`src/rtl/at_command_framer_classifier_defines.svh`:
```
// ---------------------------------------------------------------------------
// AT command framer and classifier: assertion macros
// Shared checks on the block clock with reset held off.
// ---------------------------------------------------------------------------
`ifndef AT_COMMAND_FRAMER_CLASSIFIER_DEFINES_SVH
`define AT_COMMAND_FRAMER_CLASSIFIER_DEFINES_SVH

// Same-cycle implication
`define ATCF_ASSERT_IMP(lbl, ante, cons, msg) \
    lbl: assert property (@(posedge clk) disable iff (!rst_n) (ante) |-> (cons)) \
        else $error(msg);

// Next-cycle implication
`define ATCF_ASSERT_NEXT(lbl, ante, cons, msg) \
    lbl: assert property (@(posedge clk) disable iff (!rst_n) (ante) |=> (cons)) \
        else $error(msg);

`endif

```
`src/rtl/atcf_pkg.sv`:
```
// ---------------------------------------------------------------------------
// AT command framer and classifier: package
// Item types, command codes, templates and character helpers.
// ---------------------------------------------------------------------------
`default_nettype none

package atcf_pkg;

    // Frame limits
    localparam int MAX_COMMAND_BYTES   = 64;
    localparam int COMMANDS_PER_BUFFER = 16;

    // Frame length saturates well above any legal maximum
    localparam int          LEN_W   = 9;
    localparam logic [8:0]  LEN_CAP = 9'h1FF;
    localparam int          ACC_W   = $clog2(COMMANDS_PER_BUFFER + 1);

    // Template lengths and argument positions
    localparam int QUERY_LEN       = 12;
    localparam int CONNECT_PREFIX  = 10;
    localparam int INTERVAL_PREFIX = 7;
    localparam int HEX_DIGITS      = 12;
    localparam int DEC_DIGITS      = 9;
    localparam int CONNECT_MIN_LEN = CONNECT_PREFIX + HEX_DIGITS + 2;

    localparam int HEX_W = 48;
    localparam int DEC_W = 30;

    // Template match bits
    localparam int TM_QUERY    = 0;
    localparam int TM_CONNECT  = 1;
    localparam int TM_INTERVAL = 2;

    // Characters
    localparam logic [7:0] CH_A    = 8'h41;
    localparam logic [7:0] CH_T    = 8'h54;
    localparam logic [7:0] CH_PLUS = 8'h2B;
    localparam logic [7:0] CH_CR   = 8'h0D;
    localparam logic [7:0] CH_LF   = 8'h0A;

    // "AT+LESCAN?" CR LF
    localparam logic [7:0] TPL_QUERY [0:11] = '{
        8'h41, 8'h54, 8'h2B, 8'h4C, 8'h45, 8'h53,
        8'h43, 8'h41, 8'h4E, 8'h3F, 8'h0D, 8'h0A
    };
    // "AT+LESCAN="
    localparam logic [7:0] TPL_CONNECT [0:9] = '{
        8'h41, 8'h54, 8'h2B, 8'h4C, 8'h45, 8'h53,
        8'h43, 8'h41, 8'h4E, 8'h3D
    };
    // "AT+CIT="
    localparam logic [7:0] TPL_INTERVAL [0:6] = '{
        8'h41, 8'h54, 8'h2B, 8'h43, 8'h49, 8'h54, 8'h3D
    };

    typedef enum logic [1:0] {
        KIND_QUERY    = 2'd0,
        KIND_CONNECT  = 2'd1,
        KIND_INTERVAL = 2'd2
    } cmd_kind_t;

    typedef struct packed {
        logic [7:0] data_byte;
        logic       buffer_last;
    } byte_item_t;

    typedef struct packed {
        cmd_kind_t          command_kind;
        logic [HEX_W-1:0]   mac_address;
        logic [DEC_W-1:0]   interval_units;
    } cmd_item_t;

    // Outcome of one processed byte
    typedef struct packed {
        logic      hit;
        cmd_item_t item;
    } step_result_t;

    // Hex character to {valid, nibble}
    function automatic logic [4:0] hex_digit(input logic [7:0] c);
        logic [7:0] t;
        t = 8'h00;
        if (c inside {[8'h30:8'h39]}) begin
            t = c - 8'h30;
            return {1'b1, t[3:0]};
        end
        if (c inside {[8'h41:8'h46]}) begin
            t = c - 8'h37;
            return {1'b1, t[3:0]};
        end
        if (c inside {[8'h61:8'h66]}) begin
            t = c - 8'h57;
            return {1'b1, t[3:0]};
        end
        return 5'b0_0000;
    endfunction

    // Decimal character to {valid, digit}
    function automatic logic [4:0] dec_digit(input logic [7:0] c);
        logic [7:0] t;
        t = c - 8'h30;
        if (c inside {[8'h30:8'h39]}) begin
            return {1'b1, t[3:0]};
        end
        return 5'b0_0000;
    endfunction

endpackage

`default_nettype wire

```
`src/rtl/atcf_input_reg.sv`:
```
// ---------------------------------------------------------------------------
// AT command framer and classifier: input register
// Holds one received byte item until the core can process it.
// ---------------------------------------------------------------------------
`default_nettype none

module atcf_input_reg
    import atcf_pkg::*;
(
    input  wire logic       clk,
    input  wire logic       rst_n,
    input  wire logic       byte_valid,
    output logic            byte_stall,
    input  wire byte_item_t byte_item,
    input  wire logic       load_ok,
    output logic            s1_valid,
    output byte_item_t      s1_item
);

    logic       s1_valid_reg;
    logic       s1_valid_next;
    byte_item_t s1_item_reg;
    logic       accept;

    // Stall only while a held item cannot move on
    assign byte_stall = s1_valid_reg && !load_ok;
    assign accept     = byte_valid && !byte_stall;

    always_comb
    begin
        s1_valid_next = s1_valid_reg;
        if (accept)
        begin
            s1_valid_next = 1'b1;
        end
        else if (load_ok)
        begin
            s1_valid_next = 1'b0;
        end
    end

    always_ff @(posedge clk or negedge rst_n)
    begin
        if (!rst_n)
        begin
            s1_valid_reg <= 1'b0;
        end
        else
        begin
            s1_valid_reg <= s1_valid_next;
        end
    end

    // Payload, no reset
    always_ff @(posedge clk)
    begin
        if (accept)
        begin
            s1_item_reg <= byte_item;
        end
    end

    assign s1_valid = s1_valid_reg;
    assign s1_item  = s1_item_reg;

endmodule

`default_nettype wire

```
`src/rtl/atcf_core.sv`:
```
// ---------------------------------------------------------------------------
// AT command framer and classifier: framing and classification core
// Frame search, template matching, argument accumulation and result
// decision for one byte per enabled cycle.
// ---------------------------------------------------------------------------
`default_nettype none

module atcf_core
    import atcf_pkg::*;
(
    input  wire logic       clk,
    input  wire logic       rst_n,
    input  wire logic       step_en,
    input  wire byte_item_t s1_item,
    output step_result_t    step_out
);

    logic [7:0]       older_byte_reg, older_byte_next;
    logic [7:0]       newer_byte_reg, newer_byte_next;
    logic [1:0]       bytes_seen_reg, bytes_seen_next;
    logic             in_frame_reg, in_frame_next;
    logic [LEN_W-1:0] frame_length_reg, frame_length_next;
    logic [ACC_W-1:0] accepted_count_reg, accepted_count_next;
    logic [2:0]       template_match_reg, template_match_next;
    logic [HEX_W-1:0] hex_acc_reg, hex_acc_next;
    logic [DEC_W-1:0] dec_acc_reg, dec_acc_next;
    logic             digits_stopped_reg, digits_stopped_next;

    logic [7:0]       c;
    logic [LEN_W-1:0] p;
    logic [4:0]       hx;
    logic [4:0]       dd;
    logic [DEC_W+2:0] scaled;
    step_result_t     res;

    assign c  = s1_item.data_byte;
    assign p  = frame_length_reg;
    assign hx = hex_digit(c);
    assign dd = dec_digit(c);

    // floor(value * 5 / 8)
    assign scaled = ({3'b000, dec_acc_reg} << 2) + {3'b000, dec_acc_reg};

    // Next state and result for the byte in the input register
    always_comb
    begin
        older_byte_next     = older_byte_reg;
        newer_byte_next     = newer_byte_reg;
        bytes_seen_next     = bytes_seen_reg;
        in_frame_next       = in_frame_reg;
        frame_length_next   = frame_length_reg;
        accepted_count_next = accepted_count_reg;
        template_match_next = template_match_reg;
        hex_acc_next        = hex_acc_reg;
        dec_acc_next        = dec_acc_reg;
        digits_stopped_next = digits_stopped_reg;
        res                 = '0;

        if (!in_frame_reg)
        begin
            // Look for "AT+" inside the current buffer
            if (bytes_seen_reg == 2'd2 && older_byte_reg == CH_A &&
                newer_byte_reg == CH_T && c == CH_PLUS)
            begin
                in_frame_next       = 1'b1;
                frame_length_next   = LEN_W'(3);
                template_match_next = 3'b111;
                hex_acc_next        = '0;
                dec_acc_next        = '0;
                digits_stopped_next = 1'b0;
            end
        end
        else
        begin
            // Template comparison at this position
            if (p < LEN_W'(QUERY_LEN) && c != TPL_QUERY[p[3:0]])
            begin
                template_match_next[TM_QUERY] = 1'b0;
            end
            if (p < LEN_W'(CONNECT_PREFIX) && c != TPL_CONNECT[p[3:0]])
            begin
                template_match_next[TM_CONNECT] = 1'b0;
            end
            if (p < LEN_W'(INTERVAL_PREFIX) && c != TPL_INTERVAL[p[2:0]])
            begin
                template_match_next[TM_INTERVAL] = 1'b0;
            end

            // Argument digits
            if (template_match_next[TM_CONNECT])
            begin
                if (p >= LEN_W'(CONNECT_PREFIX) &&
                    p < LEN_W'(CONNECT_PREFIX + HEX_DIGITS))
                begin
                    if (!hx[4])
                    begin
                        digits_stopped_next = 1'b1;
                    end
                    else
                    begin
                        hex_acc_next = {hex_acc_reg[HEX_W-5:0], hx[3:0]};
                    end
                end
            end
            else if (template_match_next[TM_INTERVAL])
            begin
                if (p >= LEN_W'(INTERVAL_PREFIX) &&
                    p < LEN_W'(INTERVAL_PREFIX + DEC_DIGITS) && !digits_stopped_reg)
                begin
                    if (dd[4])
                    begin
                        dec_acc_next = (dec_acc_reg << 3) + (dec_acc_reg << 1) +
                                       DEC_W'(dd[3:0]);
                    end
                    else
                    begin
                        digits_stopped_next = 1'b1;
                    end
                end
            end

            if (frame_length_reg != LEN_CAP)
            begin
                frame_length_next = frame_length_reg + LEN_W'(1);
            end

            // CR LF closes the frame
            if (newer_byte_reg == CH_CR && c == CH_LF)
            begin
                in_frame_next = 1'b0;
                if (accepted_count_reg < ACC_W'(COMMANDS_PER_BUFFER) &&
                    frame_length_next <= LEN_W'(MAX_COMMAND_BYTES))
                begin
                    accepted_count_next = accepted_count_reg + ACC_W'(1);
                    if (template_match_next[TM_QUERY] &&
                        frame_length_next == LEN_W'(QUERY_LEN))
                    begin
                        res.hit               = 1'b1;
                        res.item.command_kind = KIND_QUERY;
                    end
                    else if (template_match_next[TM_CONNECT] &&
                             frame_length_next >= LEN_W'(CONNECT_MIN_LEN) &&
                             !digits_stopped_next)
                    begin
                        res.hit               = 1'b1;
                        res.item.command_kind = KIND_CONNECT;
                        res.item.mac_address  = hex_acc_next;
                    end
                    else if (template_match_next[TM_INTERVAL])
                    begin
                        res.hit                 = 1'b1;
                        res.item.command_kind   = KIND_INTERVAL;
                        res.item.interval_units = scaled[DEC_W+2:3];
                    end
                end
                frame_length_next   = '0;
                template_match_next = 3'b111;
                hex_acc_next        = '0;
                dec_acc_next        = '0;
                digits_stopped_next = 1'b0;
            end
        end

        // Byte history
        older_byte_next = newer_byte_reg;
        newer_byte_next = c;
        if (bytes_seen_reg != 2'd2)
        begin
            bytes_seen_next = bytes_seen_reg + 2'd1;
        end

        // End of receive buffer clears everything
        if (s1_item.buffer_last)
        begin
            older_byte_next     = '0;
            newer_byte_next     = '0;
            bytes_seen_next     = '0;
            in_frame_next       = 1'b0;
            frame_length_next   = '0;
            accepted_count_next = '0;
            template_match_next = 3'b111;
            hex_acc_next        = '0;
            dec_acc_next        = '0;
            digits_stopped_next = 1'b0;
        end
    end

    always_ff @(posedge clk or negedge rst_n)
    begin
        if (!rst_n)
        begin
            older_byte_reg     <= '0;
            newer_byte_reg     <= '0;
            bytes_seen_reg     <= '0;
            in_frame_reg       <= 1'b0;
            frame_length_reg   <= '0;
            accepted_count_reg <= '0;
            template_match_reg <= 3'b111;
            hex_acc_reg        <= '0;
            dec_acc_reg        <= '0;
            digits_stopped_reg <= 1'b0;
        end
        else if (step_en)
        begin
            older_byte_reg     <= older_byte_next;
            newer_byte_reg     <= newer_byte_next;
            bytes_seen_reg     <= bytes_seen_next;
            in_frame_reg       <= in_frame_next;
            frame_length_reg   <= frame_length_next;
            accepted_count_reg <= accepted_count_next;
            template_match_reg <= template_match_next;
            hex_acc_reg        <= hex_acc_next;
            dec_acc_reg        <= dec_acc_next;
            digits_stopped_reg <= digits_stopped_next;
        end
    end

    assign step_out = res;

endmodule

`default_nettype wire

```
`src/rtl/atcf_result_reg.sv`:
```
// ---------------------------------------------------------------------------
// AT command framer and classifier: result register
// Holds one command item until the consumer takes it.
// ---------------------------------------------------------------------------
`default_nettype none

module atcf_result_reg
    import atcf_pkg::*;
(
    input  wire logic         clk,
    input  wire logic         rst_n,
    input  wire logic         step_en,
    input  wire step_result_t step_out,
    output logic              load_ok,
    output logic              cmd_valid,
    input  wire logic         cmd_stall,
    output cmd_item_t         cmd_item
);

    logic      cmd_valid_reg;
    logic      cmd_valid_next;
    cmd_item_t cmd_item_reg;

    // Free, or being emptied this cycle
    assign load_ok = !cmd_valid_reg || !cmd_stall;

    always_comb
    begin
        cmd_valid_next = cmd_valid_reg;
        if (load_ok)
        begin
            cmd_valid_next = step_en && step_out.hit;
        end
    end

    always_ff @(posedge clk or negedge rst_n)
    begin
        if (!rst_n)
        begin
            cmd_valid_reg <= 1'b0;
        end
        else
        begin
            cmd_valid_reg <= cmd_valid_next;
        end
    end

    always_ff @(posedge clk)
    begin
        if (load_ok && step_en && step_out.hit)
        begin
            cmd_item_reg <= step_out.item;
        end
    end

    assign cmd_valid = cmd_valid_reg;
    assign cmd_item  = cmd_item_reg;

endmodule

`default_nettype wire

```
`src/rtl/at_command_framer_classifier.sv`:
```
// ---------------------------------------------------------------------------
// AT command framer and classifier: top level
// Frames "AT+" ... CR LF commands from a UART byte stream and reports
// scan queries, connect requests with a MAC, and connection intervals.
// ---------------------------------------------------------------------------
//  channel  | handshake              | payload
//  ---------+------------------------+--------------------------------------
//  byte     | byte_valid / byte_stall | byte_item  (data_byte, buffer_last)
//  cmd      | cmd_valid  / cmd_stall  | cmd_item   (kind, mac, interval)
//
//  One byte item per cycle while byte_stall is low; a result passes
//  through the input register and then the result register.
//  No clearing pass after reset; the block takes items at once.
//  A stall on cmd only holds the byte channel once the result register
//  is full and the input register holds a waiting byte.
// ---------------------------------------------------------------------------
`default_nettype none

`include "at_command_framer_classifier_defines.svh"

module at_command_framer_classifier
    import atcf_pkg::*;
(
    input  wire logic       clk,
    input  wire logic       rst_n,
    input  wire logic       byte_valid,
    output logic            byte_stall,
    input  wire byte_item_t byte_item,
    output logic            cmd_valid,
    input  wire logic       cmd_stall,
    output cmd_item_t       cmd_item
);

    logic         load_ok;
    logic         s1_valid;
    byte_item_t   s1_item;
    logic         step_en;
    step_result_t step_out;

    // Byte processed when the result side can take its outcome
    assign step_en = s1_valid && load_ok;

    atcf_input_reg u_input_reg (
        .clk        (clk),
        .rst_n      (rst_n),
        .byte_valid (byte_valid),
        .byte_stall (byte_stall),
        .byte_item  (byte_item),
        .load_ok    (load_ok),
        .s1_valid   (s1_valid),
        .s1_item    (s1_item)
    );

    atcf_core u_core (
        .clk      (clk),
        .rst_n    (rst_n),
        .step_en  (step_en),
        .s1_item  (s1_item),
        .step_out (step_out)
    );

    atcf_result_reg u_result_reg (
        .clk       (clk),
        .rst_n     (rst_n),
        .step_en   (step_en),
        .step_out  (step_out),
        .load_ok   (load_ok),
        .cmd_valid (cmd_valid),
        .cmd_stall (cmd_stall),
        .cmd_item  (cmd_item)
    );

    // Checks
    `ATCF_ASSERT_IMP(a_stall_needs_full_output, byte_stall, cmd_valid && cmd_stall, "byte stall without a blocked result")
    `ATCF_ASSERT_NEXT(a_held_byte_kept, s1_valid && !load_ok, s1_valid, "held byte lost while blocked")
    `ATCF_ASSERT_IMP(a_query_empty_payload, cmd_valid && cmd_item.command_kind == KIND_QUERY, cmd_item.mac_address == '0 && cmd_item.interval_units == '0, "query carries payload")
    `ATCF_ASSERT_IMP(a_connect_no_interval, cmd_valid && cmd_item.command_kind == KIND_CONNECT, cmd_item.interval_units == '0, "connect carries interval")
    `ATCF_ASSERT_IMP(a_interval_no_mac, cmd_valid && cmd_item.command_kind == KIND_INTERVAL, cmd_item.mac_address == '0, "interval carries mac")

endmodule

`default_nettype wire

```
`config.mk`:
```
export PLATFORM = sky130hd
export DESIGN_NAME = at_command_framer_classifier
export DESIGN_NICKNAME = d
export VERILOG_FILES = /design/src/rtl/atcf_pkg.sv /design/src/rtl/atcf_input_reg.sv /design/src/rtl/atcf_core.sv /design/src/rtl/atcf_result_reg.sv /design/src/rtl/at_command_framer_classifier.sv
export VERILOG_INCLUDE_DIRS = /design/src /design/src/rtl
export SDC_FILE = /design/constraint.sdc
export NUM_CORES = 1
export LEC_CHECK = 0
export BUFFER_PORTS_ARGS = -buffer_cell sky130_fd_sc_hd__clkbuf_2
export CAP_MARGIN = 25
export CORE_AREA = 5 5 186 188
export CTS_BUF_LIST = sky130_fd_sc_hd__clkbuf_8
export CTS_CLUSTER_DIAMETER = 200
export DETAILED_ROUTE_END_ITERATION = 8
export DIE_AREA = 0 0 191 193
export SETUP_SLACK_MARGIN = 0.05
export SKIP_CTS_REPAIR_TIMING = 1
export SYNTH_ARGS = -nofsm -noshare
export SYNTH_HDL_FRONTEND = slang
export SYNTH_SLANG_ARGS = --single-unit
```
`constraint.sdc`:
```
create_clock -name clk -period 9.3 [get_ports clk]
set_clock_uncertainty 0.05 [all_clocks]
set_input_delay 0.93 -clock clk [delete_from_list [all_inputs] [get_ports clk]]
set_output_delay 0.93 -clock clk [all_outputs]
set_load 0.02 [all_outputs]
```
==> results.sh <==
export IMPL_largest_reg_flops=80
export IMPL_synthTopCellsByArea="dfrtp_1 (23%), edfxtp_1 (22%), ha_1 (6.9%), fa_1 (4.6%), mux2i_1 (4.4%)"
export IMPL_core_mm2=0.03295
export IMPL_clock_tree_root_cell="clkbuf_8"
export IMPL_drv_slew=0
export IMPL_fp_row_count=67
export IMPL_tns_ps=0
export IMPL_grt_pass1_wl_um=47060
export IMPL_finalSetupViolCount=0
export IMPL_crit_path_start_kind="flop"
export IMPL_clk_path_buf_depth=3
export IMPL_pre_cts_slack_ps=4279
export IMPL_syn2layout_area_growth_pct=13.39
export IMPL_synth_avg_cell_area_um2=10.27
export IMPL_max_slew_margin_pct=35.10
export IMPL_fillers=3143
export IMPL_whs_ps=406.4
export IMPL_yosysUniqueCellTypes=66
export IMPL_p_int_uw=1533
export IMPL_wire_per_inst_um=16.35
export IMPL_cp_num_cells=18
export IMPL_start_util_pct=37.30
export IMPL_antenna_cells=0
export IMPL_synth_flop_cell="dfrtp_1"
export IMPL_grt_usage_pct=15.45
export IMPL_total_leakage_power_uw=0.006422
export IMPL_vias=9091
export IMPL_syn_area_mm2=0.01229
export IMPL_power_switching_uw=521.1
export IMPL_synth_edf_count=89
export IMPL_clock_power_share_pct=44.3
export IMPL_ys_seq_area_share_pct=45.60
export IMPL_critPathMaxFanout=12
export IMPL_crit_required_ps=9650
export IMPL_arrival_ps=5360
export IMPL_end_kind="flop"
export IMPL_routed_wl_um=28640
export IMPL_cts_sinks=206
export IMPL_synth_top_area_share_pct=23.21
export IMPL_worst_r2r_cell_count=18
export IMPL_synth_top_cell_by_area="dfrtp_1"
export IMPL_finalPower_uw=2054
export IMPL_fin_area_mm2=0.01393
export IMPL_dpl_hpwl_um=19490
export IMPL_drc=0
export IMPL_cp_cell_sequence="inv_1 > ha_1 > nor2_1 > o21ai_0 > and4_1 > nand2_1 > fa_1 > inv_1 > ha_1 > a211oi_1 > nor2_1 > o31a_1 > a22o_1 > o41ai_1 > o221ai_1 > a21oi_1 > xnor2_1 > o21ai_0"
export IMPL_die_w_um=191
export IMPL_grt_overflow=0
export IMPL_rr_endpoint="u_core.dec_acc_reg[29]"
export IMPL_final_antenna_net_count=0
export IMPL_syn_num_nets=1306
export IMPL_p_seq_share_pct=48.5
export IMPL_dieArea_mm2=0.03686
export IMPL_drive_gt1_share_pct=13.42
export IMPL_viasPerCell=5.189
export IMPL_hold_violations=0
export IMPL_place_port_buffers=94
export IMPL_vdd_drop_max_uv=86.39
export IMPL_status="finished clean"
export IMPL_placed_area_mm2=0.01311
export IMPL_synthCells=1197
export IMPL_worst_pin_slew_ps=971.1
export IMPL_final_nets=1383
export IMPL_setup_slack_ps=4289
export IMPL_antenna_found_initial=0
export IMPL_switching_share_pct=25.37
export IMPL_slowest_stage="o41ai_1"
export IMPL_htreeDepth=2
export IMPL_num_io_pins=95
export IMPL_drtIter0Drc=610
export IMPL_hold_path_class="in -> async"
export IMPL_fmax_mhz=199.5
export IMPL_reg2reg_from="u_input_reg.s1_item[2]"
export IMPL_gp_congestion=0.8327
export IMPL_cts_buffers=38
export IMPL_comb_power_share_pct=7.1
export IMPL_crit_family="compound AO/OA/AOI/OAI gates"
export IMPL_pwr_density_cell_mw_per_mm2=147.4
export IMPL_worstSkewPairLatency_ps=550
export IMPL_grt_pass1_vias=8845
export IMPL_synth_warnings=0
export IMPL_drt_pass1_iterations=5
export IMPL_ys_ff_latch=206
export IMPL_maxCapViolCount=0
export IMPL_critPathMaxStageDelay_ps=580
export IMPL_grt_max_degree=67
export IMPL_die_h_um=193
export IMPL_post_route_period_util_pct=53.89
export IMPL_critPathKind="reg -> reg"
export IMPL_grt_setup_unrepaired="no"
export IMPL_fin_crit_ps=5011
export IMPL_async_flop_share_pct=56.80
export IMPL_r2r_slack_ps=4290
export IMPL_cts_tree="done"
export IMPL_crit_buf_inv=2
export IMPL_clk_pin_slew_ps=60
[routing by layer]
layer / vias to the layer above / routed length [um] / global-route usage [%]
li1: 4477 / - / -
met1: 4371 / 14010 / 22.67
met2: 201 / 12630 / 23.75
met3: 42 / 1437 / 2.665
met4: 0 / 565 / 4.199
met5: - / 0 / 0
[cell families after synthesis]
kind of cell / Yosys count / share of synthesized area (%)
muxes: 54 / 4.398
buffers and inverters: 103 / 3.675
and+or+nand+nor: 371 / 13.71
adders and majority gates: 96 / 11.48
AOI/OAI and AO/OA: 303 / 16.57
xor gates and xnor gates: 64 / 4.561
DFF: 206 / 45.60
[final cells by class]
class,count,area [um^2],share of cell area (%)
Sequential cell,206,5604,40.22
Timing Repair Buffer,103,573.1,4.112
Multi-Input combinational cell,888,6259,44.91
Inverter,37,138.9,0.9967
Clock buffer,43,591.8,4.247
Tap cell,448,560.5,4.023
Clock inverter,27,207.7,1.491
[cell usage in the layout (no fill, tap or decap), types with 7 or more instances in the layout]
cell / instances
nor2_1: 139
nand2_1: 114
dfrtp_1: 114
clkbuf_2: 93
edfxtp_1: 89
a21oi_1: 70
ha_1: 68
o21ai_0: 66
mux2i_1: 54
inv_1: 52
a22o_1: 52
clkbuf_8: 43
xnor2_1: 37
nand3_1: 32
fa_1: 28
xor2_1: 27
o31ai_1: 18
a31oi_1: 18
a21o_1: 15
nand4_1: 11
nor3_1: 10
o21bai_1: 10
nand2b_1: 9
and2_1: 8
buf_4: 8
or3_1: 7
[per-stage QoR]
stage / utilization [%] / cells
floorplan: - / 1197
global placement: 39.73 / 1680
detailed placement: 39.79 / 1681
CTS: 42.21 / 1751
global route: 42.30 / 1752
finish: 42.30 / 1752
[power by group through the flow]
| stage | logic (uW) | clock network [uW] | registers (uW) |
|---|---|---|---|
| floorplan | 128 | 0 | 991 |
| global placement | 145 | 0 | 1010 |
| detailed placement | 147 | 0 | 1010 |
| CTS | 148 | 947 | 996 |
| global route | 165 | 981 | 1000 |
| finish | 146 | 911 | 997 |
[worst max-delay path by stage]
stage / slack (ps) / start / endpoint
2_1_floorplan: 2680 / u_core.frame_length_reg[1] / u_result_reg.cmd_item[0]
3_3_place_gp: 4380 / u_input_reg.s1_item[2] / u_core.dec_acc_reg[29]
3_5_place_dp: 4280 / u_input_reg.s1_item[1] / u_core.dec_acc_reg[29]
4_1_cts: 4240 / u_input_reg.s1_item[1] / u_core.dec_acc_reg[29]
5_1_grt: 3820 / u_input_reg.s1_item[1] / u_core.dec_acc_reg[29]
6_report: 4290 / u_input_reg.s1_item[2] / u_core.dec_acc_reg[29]
[cell usage after synthesis, drive strengths merged (11+ instances only)]
cell and count:
nor2 140, dfrtp 114, ha 68, nand4 11, a31oi 18, a21o 15, nor3 11, inv 37
nand2 114, edfxtp 89, fa 28, nand3 32, o31ai 18, mux2i 54, xnor2 37, o21ai 70
a21oi 71, buf 33, xor2 27, clkbuf 33, a22o 52
(Power assumes the default switching activity.)
